### src/jch_pkg.sv
// Shared types and constants for the jump consistent hash block.
// No dependencies; imported by every module in src.
package jch_pkg;

    localparam int KEY_W     = 64;
    localparam int HALF_W    = 32;
    localparam int CNT_W     = 17;
    localparam int BKT_W     = 16;
    localparam int FRAC_SH   = 31;
    localparam int KEY_SH    = 33;
    localparam int NUM_W     = CNT_W + FRAC_SH;
    localparam int DEN_W     = 32;
    localparam int OUT_TDATA_W = ((BKT_W + 1 + 7) / 8) * 8;
    localparam int MAX_BUCKETS_DEF = 65536;

    localparam logic [KEY_W-1:0]  LCG_MUL    = 64'd2862933555777941757;
    localparam logic [HALF_W-1:0] LCG_MUL_LO = LCG_MUL[HALF_W-1:0];
    localparam logic [HALF_W-1:0] LCG_MUL_HI = LCG_MUL[KEY_W-1:HALF_W];
    localparam logic [CNT_W-1:0]  CFG_RESET  = 17'd1;

    typedef enum logic [1:0] {
        ST_IDLE,
        ST_MUL,
        ST_DIV,
        ST_OUT
    } t_state;

    typedef struct packed {
        logic busy;
        logic done;
    } t_unit_stat;

endpackage

### src/jch_lcg.sv
// Linear congruential key step (key * LCG_MUL + 1 mod 2^64).
// Uses one shared 32x32 multiplier for its three partial products; depends on jch_pkg.
module jch_lcg (
    input  logic                        i_clk,
    input  logic                        i_rst_n,
    input  logic                        i_start,
    input  logic [jch_pkg::KEY_W-1:0]   i_key,
    output logic [jch_pkg::KEY_W-1:0]   o_key,
    output jch_pkg::t_unit_stat         o_stat
);
    import jch_pkg::*;

    logic              r_run;
    logic              r_done;
    logic [1:0]        r_cnt;
    logic [HALF_W-1:0] r_kl;
    logic [HALF_W-1:0] r_kh;
    logic [KEY_W-1:0]  r_prod;
    logic [KEY_W-1:0]  r_acc;
    logic [HALF_W-1:0] w_opa;
    logic [HALF_W-1:0] w_opb;
    logic [KEY_W-1:0]  n_prod;

    always_comb begin
        w_opa  = (r_cnt == 2'd2) ? r_kh : r_kl;
        w_opb  = (r_cnt == 2'd1) ? LCG_MUL_HI : LCG_MUL_LO;
        n_prod = {{HALF_W{1'b0}}, w_opa} * {{HALF_W{1'b0}}, w_opb};
    end

    always_ff @(posedge i_clk) begin
        if (!i_rst_n) begin
            r_run  <= 1'b0;
            r_done <= 1'b0;
            r_cnt  <= 2'd0;
        end else begin
            r_done <= 1'b0;
            if (i_start) begin
                r_run <= 1'b1;
                r_cnt <= 2'd0;
            end else if (r_run) begin
                r_cnt <= r_cnt + 2'd1;
                if (r_cnt == 2'd3) begin
                    r_run  <= 1'b0;
                    r_done <= 1'b1;
                end
            end
        end
    end

    always_ff @(posedge i_clk) begin
        if (i_start) begin
            r_kl <= i_key[HALF_W-1:0];
            r_kh <= i_key[KEY_W-1:HALF_W];
        end else if (r_run) begin
            if (r_cnt != 2'd3) begin
                r_prod <= n_prod;
            end
            case (r_cnt)
                2'd1:    r_acc <= r_prod + 64'd1;
                2'd2,
                2'd3:    r_acc[KEY_W-1:HALF_W] <= r_acc[KEY_W-1:HALF_W] + r_prod[HALF_W-1:0];
                default: r_acc <= r_acc;
            endcase
        end
    end

    assign o_key       = r_acc;
    assign o_stat.busy = r_run;
    assign o_stat.done = r_done;

endmodule

### src/jch_div.sv
// Restoring divider, one quotient bit per cycle over NUM_W quotient bits.
// Depends on jch_pkg.
module jch_div (
    input  logic                        i_clk,
    input  logic                        i_rst_n,
    input  logic                        i_start,
    input  logic [jch_pkg::NUM_W-1:0]   i_num,
    input  logic [jch_pkg::DEN_W-1:0]   i_den,
    output logic [jch_pkg::NUM_W-1:0]   o_quo,
    output jch_pkg::t_unit_stat         o_stat
);
    import jch_pkg::*;

    localparam int STEP_W = $clog2(NUM_W);

    logic              r_run;
    logic              r_done;
    logic [STEP_W-1:0] r_cnt;
    logic [DEN_W-1:0]  r_rem;
    logic [DEN_W-1:0]  r_den;
    logic [NUM_W-1:0]  r_quo;
    logic [DEN_W:0]    w_trial;
    logic [DEN_W:0]    w_diff;
    logic              w_ge;

    always_comb begin
        w_trial = {r_rem, r_quo[NUM_W-1]};
        w_diff  = w_trial - {1'b0, r_den};
        w_ge    = (w_trial >= {1'b0, r_den});
    end

    always_ff @(posedge i_clk) begin
        if (!i_rst_n) begin
            r_run  <= 1'b0;
            r_done <= 1'b0;
            r_cnt  <= '0;
        end else begin
            r_done <= 1'b0;
            if (i_start) begin
                r_run <= 1'b1;
                r_cnt <= '0;
            end else if (r_run) begin
                r_cnt <= r_cnt + STEP_W'(1);
                if (r_cnt == STEP_W'(NUM_W - 1)) begin
                    r_run  <= 1'b0;
                    r_done <= 1'b1;
                end
            end
        end
    end

    always_ff @(posedge i_clk) begin
        if (i_start) begin
            r_rem <= '0;
            r_den <= i_den;
            r_quo <= i_num;
        end else if (r_run) begin
            r_rem <= w_ge ? w_diff[DEN_W-1:0] : w_trial[DEN_W-1:0];
            r_quo <= {r_quo[NUM_W-2:0], w_ge};
        end
    end

    assign o_quo       = r_quo;
    assign o_stat.busy = r_run;
    assign o_stat.done = r_done;

endmodule

### src/jump_consistent_hash.sv
// Jump consistent hash: maps a 64-bit key to a bucket below num_buckets.
// Each jump pass runs the shared LCG multiplier (4 steps, then done) and then the
// serial divider (48 steps, then done); a key needs about ln(num_buckets)+1 passes.
// One key at a time: a new key is taken only in idle, after the last result is loaded
// into a free output register, so an unaccepted output holds the block; no buckets: no pass.
// Synchronous active-low reset clears control, sets num_buckets to 1; uses jch_lcg, jch_div.
module jump_consistent_hash #(
    parameter int MAX_BUCKETS = jch_pkg::MAX_BUCKETS_DEF
) (
    input  logic                              i_clk,
    input  logic                              i_rst_n,
    input  logic                              i_cfg_we,
    input  logic [jch_pkg::CNT_W-1:0]         i_cfg_wdata,   // num_buckets
    input  logic                              s_axis_tvalid,
    output logic                              s_axis_tready,
    input  logic [jch_pkg::KEY_W-1:0]         s_axis_tdata,  // [63:0] key
    output logic                              m_axis_tvalid,
    input  logic                              m_axis_tready,
    output logic [jch_pkg::OUT_TDATA_W-1:0]   m_axis_tdata   // [15:0] bucket, [16] valid_res
);
    import jch_pkg::*;

    localparam int CNT_LIM = (2 ** CNT_W) - 1;
    localparam int SAT_VAL = (MAX_BUCKETS > CNT_LIM) ? CNT_LIM : MAX_BUCKETS;
    localparam logic [CNT_W-1:0] COUNT_SAT = CNT_W'(SAT_VAL);

    t_state            r_state;
    t_state            n_state;
    logic [CNT_W-1:0]  r_num_buckets;
    logic [CNT_W-1:0]  r_count;
    logic [CNT_W-1:0]  r_b;
    logic              r_res_valid;
    logic [KEY_W-1:0]  r_key;
    logic              r_out_valid;
    logic [OUT_TDATA_W-1:0] r_out_data;

    logic [CNT_W-1:0]  w_count_sat;
    logic              w_accept;
    logic              w_out_free;
    logic              w_more;
    logic              w_mul_start;
    logic              w_div_start;
    logic              w_load_out;
    logic [KEY_W-1:0]  w_mul_key;
    logic [KEY_W-1:0]  w_lcg_key;
    logic [NUM_W-1:0]  w_num;
    logic [DEN_W-1:0]  w_den;
    logic [NUM_W-1:0]  w_quo;
    t_unit_stat        w_mul_stat;
    t_unit_stat        w_div_stat;

    assign w_count_sat = (r_num_buckets > COUNT_SAT) ? COUNT_SAT : r_num_buckets;
    assign w_accept    = s_axis_tvalid && s_axis_tready;
    assign w_out_free  = !r_out_valid || m_axis_tready;
    assign w_more      = (w_quo < {{(NUM_W-CNT_W){1'b0}}, r_count});
    assign w_mul_key   = (r_state == ST_IDLE) ? s_axis_tdata : r_key;
    assign w_num       = {r_b + CNT_W'(1), {FRAC_SH{1'b0}}};
    assign w_den       = {1'b0, w_lcg_key[KEY_W-1:KEY_SH]} + 32'd1;

    jch_lcg u_lcg (
        .i_clk   (i_clk),
        .i_rst_n (i_rst_n),
        .i_start (w_mul_start),
        .i_key   (w_mul_key),
        .o_key   (w_lcg_key),
        .o_stat  (w_mul_stat)
    );

    jch_div u_div (
        .i_clk   (i_clk),
        .i_rst_n (i_rst_n),
        .i_start (w_div_start),
        .i_num   (w_num),
        .i_den   (w_den),
        .o_quo   (w_quo),
        .o_stat  (w_div_stat)
    );

    always_comb begin
        n_state = r_state;
        unique case (r_state)
            ST_IDLE: begin
                if (w_accept) begin
                    n_state = (w_count_sat == '0) ? ST_OUT : ST_MUL;
                end
            end
            ST_MUL: begin
                if (w_mul_stat.done) begin
                    n_state = ST_DIV;
                end
            end
            ST_DIV: begin
                if (w_div_stat.done) begin
                    n_state = w_more ? ST_MUL : ST_OUT;
                end
            end
            ST_OUT: begin
                if (w_out_free) begin
                    n_state = ST_IDLE;
                end
            end
            default: n_state = ST_IDLE;
        endcase
    end

    always_comb begin
        s_axis_tready = 1'b0;
        w_mul_start   = 1'b0;
        w_div_start   = 1'b0;
        w_load_out    = 1'b0;
        unique case (r_state)
            ST_IDLE: begin
                s_axis_tready = 1'b1;
                w_mul_start   = s_axis_tvalid && (w_count_sat != '0);
            end
            ST_MUL: begin
                w_div_start = w_mul_stat.done;
            end
            ST_DIV: begin
                w_mul_start = w_div_stat.done && w_more;
            end
            ST_OUT: begin
                w_load_out = w_out_free;
            end
            default: s_axis_tready = 1'b0;
        endcase
    end

    always_ff @(posedge i_clk) begin
        if (!i_rst_n) begin
            r_state       <= ST_IDLE;
            r_num_buckets <= CFG_RESET;
            r_out_valid   <= 1'b0;
        end else begin
            r_state <= n_state;
            if (i_cfg_we) begin
                r_num_buckets <= i_cfg_wdata;
            end
            if (w_load_out) begin
                r_out_valid <= 1'b1;
            end else if (m_axis_tready) begin
                r_out_valid <= 1'b0;
            end
        end
    end

    always_ff @(posedge i_clk) begin
        if (w_accept) begin
            r_key       <= s_axis_tdata;
            r_count     <= w_count_sat;
            r_b         <= '0;
            r_res_valid <= (w_count_sat != '0);
        end else begin
            if ((r_state == ST_MUL) && w_mul_stat.done) begin
                r_key <= w_lcg_key;
            end
            if ((r_state == ST_DIV) && w_div_stat.done && w_more) begin
                r_b <= w_quo[CNT_W-1:0];
            end
        end
        if (w_load_out) begin
            r_out_data <= {{(OUT_TDATA_W-BKT_W-1){1'b0}}, r_res_valid, r_b[BKT_W-1:0]};
        end
    end

    assign m_axis_tvalid = r_out_valid;
    assign m_axis_tdata  = r_out_data;

    a_units_exclusive: assert property (@(posedge i_clk) disable iff (!i_rst_n)
        !(w_mul_stat.busy && w_div_stat.busy))
        else $error("multiplier and divider busy together");

    a_div_done_state: assert property (@(posedge i_clk) disable iff (!i_rst_n)
        w_div_stat.done |-> (r_state == ST_DIV))
        else $error("divider finished outside divide state");

    a_bucket_in_range: assert property (@(posedge i_clk) disable iff (!i_rst_n)
        (w_load_out && r_res_valid) |-> (r_b < r_count))
        else $error("chosen bucket not below bucket count");

    a_invalid_only_empty: assert property (@(posedge i_clk) disable iff (!i_rst_n)
        (w_load_out && !r_res_valid) |-> (r_count == '0))
        else $error("no-bucket result with nonzero count");

endmodule
### config.mk
export PLATFORM = sky130hd
export DESIGN_NAME = jump_consistent_hash
export DESIGN_NICKNAME = d
export VERILOG_FILES = /design/src/jch_pkg.sv /design/src/jch_lcg.sv /design/src/jch_div.sv /design/src/jump_consistent_hash.sv
export SDC_FILE = /design/constraint.sdc
export NUM_CORES = 2
export LEC_CHECK = 0
export BUFFER_PORTS_ARGS = -buffer_cell sky130_fd_sc_hd__buf_2
export CAP_MARGIN = 40
export CELL_PAD_IN_SITES_DETAIL_PLACEMENT = 1
export CELL_PAD_IN_SITES_GLOBAL_PLACEMENT = 1
export CORE_MARGIN = 1
export CORE_UTILIZATION = 40
export CTS_BUF_LIST = sky130_fd_sc_hd__clkbuf_16
export CTS_CLUSTER_DIAMETER = 100
export DETAILED_ROUTE_END_ITERATION = 7
export PLACE_DENSITY = 0.76
export SETUP_SLACK_MARGIN = 0.4
export SLEW_MARGIN = 20
export SYNTH_ARGS = -nofsm -noshare
export SYNTH_HDL_FRONTEND = slang
export SYNTH_SLANG_ARGS = --single-unit
### constraint.sdc
create_clock -name i_clk -period 15 [get_ports i_clk]
set_input_delay 1.5 -clock i_clk [delete_from_list [all_inputs] [get_ports i_clk]]
set_output_delay 1.5 -clock i_clk [all_outputs]
set_load 0.01 [all_outputs]
==> reports/qor.csv <==
metric;value;unit
status;finished clean;
mux contribution to synthesized area;3.71;%
crit path max fanout;27;
endpoints failing hold;0;
Post-Synth XOR/XNOR Area;4.61;%
worst r2r src;u_lcg.r_cnt[0];
hold buffer count at cts;0;
IO Pins;112;
synth warn;0;
Setup Crit Path Kind;reg2reg;
cell count along the critical path;27;
GRT overflow;0;
layout cells sized above 1;7.83;%
Required @ worst endpoint;15.33;ns
worst r2r path cells;27;
Synth area leaders;fa_1 26%, edfxtp_1 22%, ha_1 13%;
Worst-Margin Slew;0.897;ns
pin count of the biggest net entering global routing;72;
Seq/Total Area, Yosys;26.2;%
FFs w/ async S/R, synth;0;%
Worst path top cell family by delay;adder cells;
compound-cell area share of the yosys netlist;7.29;%
Post-CTS Setup Inserts;0;
vias in the first global route;37800;
nets;6067;
Setup crit start;u_lcg.r_cnt[0];
Area Growth Syn to Fin;9.73;%
Netlist cell types;84;
fraction of the mapped netlist area in adder cells;38.7;%
Setup crit end kind;flop;
Detailed Place HPWL;130000;µm
flop2flop setup slack;4.59;ns
Num CTS Buffers;46;
post-synth top area cell;fa_1;
global-route wire length before repair;234000;µm
fin crit share;69.4;%
port bufs;104;
Final Max Slew Viols;0;
Clk pin slew, worst setup/hold paths;0.07;ns
TritonRoute pass-1 iters;5;
chip height;346;µm
Post-synth EDFFs;340;
Placeable Area;118000;µm²
Worst slew margin;39.0;%
Setup crit end;u_lcg.r_prod[59];
Post-CTS Resized;0;
H-tree depth;2;
antenna viol nets, final;0;
wire length per cell;23.9;µm
Largest stage delay, worst path;0.78;ns
later-pin clock latency in the skew report;0.60;ns
highest-count cells in the layout ignoring fill and taps;1015 x inv_1, 612 x fa_1, 486 x ha_1, 370 x nand2_1, 340 x edfxtp_1;
Most used DFF post-synth;edfxtp_1;
die area;120000;µm²
final WL;155000;µm
RD Place Congestion;0.957;
CTS tree;built;
Worst R2R End;u_lcg.r_prod[59];
initial core utilization;40.3;%
initial antenna violation count;13;
All-Layer GR Usage;25.9;%
worst min-delay path class;reg2reg;
vias per cell;5.35;
Crit path buffers/inverters;6;
CTS root buffer;clkbuf_16;
simple-gate share of the synthesized area;10.4;%
DR vias;34600;
setup TNS;0;ns
Max Cap Violations;0;
DR iter-0 viols;2291;
DRC;0;
Die Wd;346;µm
most frequent CP cell;fa_1;
Yosys reg bits;452;
minimum clock period;10.41;ns
Gate Count Post-Synth;4719;
CP arrival;10.74;ns
Max clock buf depth;3;
Critical-path top delay cell;mux2i_2;
worst clock skew;0.0199;ns
final-report setup violation count;0;
highest clock rate;0.0960;GHz
CP Launch Type;flop;
Yosys top cell area share;25.8;%
fillcell total;13200;
synthesized area per cell;10.1;µm²
cell row count;126;
Cell Area, Synth;47500;µm²
most common cell after layout, fill and taps aside;inv_1;
largest family of logic cells by synthesized area;adder cells;
RSZ-0062 raised after global routing;false;
Num Clock Sinks;452;
==> layer usage <==
layer,global-route usage [%],vias to the layer above,wire length [µm]
met5,0,-,59
met4,9.14,8,5960
met3,3.58,248,10300
met2,43.1,1060,73400
met1,34.4,17800,64900
li1,-,15500,-
==> final cells by class <==
type / instances / area (µm²) / area share, %
diodes: 9 / 22.5 / 0.0432
clock buffers: 47 / 1180 / 2.26
multi-input cells: 3194 / 31000 / 59.6
flip-flops and latches: 452 / 12500 / 23.9
clock inverters: 39 / 517 / 0.992
inverters: 1018 / 3820 / 7.34
well taps: 1536 / 1920 / 3.69
repair buffers: 169 / 1130 / 2.18
==> cells by family (layout without fill, tap and decap cells) <==
group,count (synthesis),in the layout
xor+xnor,250,250
other cells,2,79
flops,452,452
fa+ha+maj,1100,1100
compound gates,551,551
mux,167,167
simple gates,1056,1056
buf+inv,1141,1273
==> registers in the layout (all words and copies together) (netlist names), 17 cells and up <==
register       cells
r_count           17
u_lcg.r_prod      64
m_axis_tdata      17
u_lcg.r_kl        32
u_div.r_den       32
u_div.o_quo       48
r_key             64
u_lcg.r_kh        32
u_lcg.o_key       64
r_num_buckets     17
u_div.r_rem       32
r_b               17
==> stage by stage <==
| step | cell area [µm²] | hold slack [ns] | worst slack (ns) | cells | util [%] |
|---|---|---|---|---|---|
| after floorplan | 47700 | 0.400 | 5.85 | 4787 | - |
| after global placement | 50000 | 0.406 | 4.09 | 6339 | 42.4 |
| after detailed placement | 50200 | 0.416 | 4.81 | 6357 | 42.6 |
| after CTS | 51900 | 0.431 | 4.76 | 6443 | 44.0 |
| after global routing | 52100 | 0.437 | 4.34 | 6455 | 44.2 |
| final | 52100 | 0.428 | 4.59 | 6464 | 44.2 |
==> worst min path at each step <==
stage	slack, ns	startpoint	end	depth (start not counted)
after floorplan	0.40	r_res_valid	m_axis_tdata[16]	0
after global placement	0.41	r_res_valid	m_axis_tdata[16]	0
after detailed placement	0.42	r_res_valid	m_axis_tdata[16]	0
after CTS	0.43	r_res_valid	m_axis_tdata[16]	0
after global routing	0.44	r_res_valid	m_axis_tdata[16]	0
final	0.43	r_res_valid	m_axis_tdata[16]	0
==> synthesized netlist by cell type (26+ instances only) <==
library cell  instances
inv_1              1016
fa_1                612
ha_1                488
nand2_1             372
edfxtp_1            340
nor2_1              281
a21oi_1             174
xnor2_1             151
o21ai_0             136
dfxtp_1             112
xor2_1               99
clkbuf_1             98
nand3_1              97
mux2i_1              95
mux2_2               72
a21o_1               69
nor2b_1              69
nand4_1              46
and3_1               34
nor3_1               31
or2_2                28
o21bai_1             26
==> worst register-to-register path: cells and delay by family, from the launching register on <==
kind | cells | cell delay [ns]
muxes | 1 | 0.81
AOI/OAI and AO/OA | 6 | 1.56
xor gates and xnor gates | 1 | 0.16
adders and majority gates | 10 | 4.68
buffers and inverters | 6 | 1.56
and+or+nand+nor | 3 | 1.01
DFF | 1 | 0.37
Power is left out: the tool's default activity adds up to more than one toggle a clock period on the data nets, which glitch-free logic cannot reach.
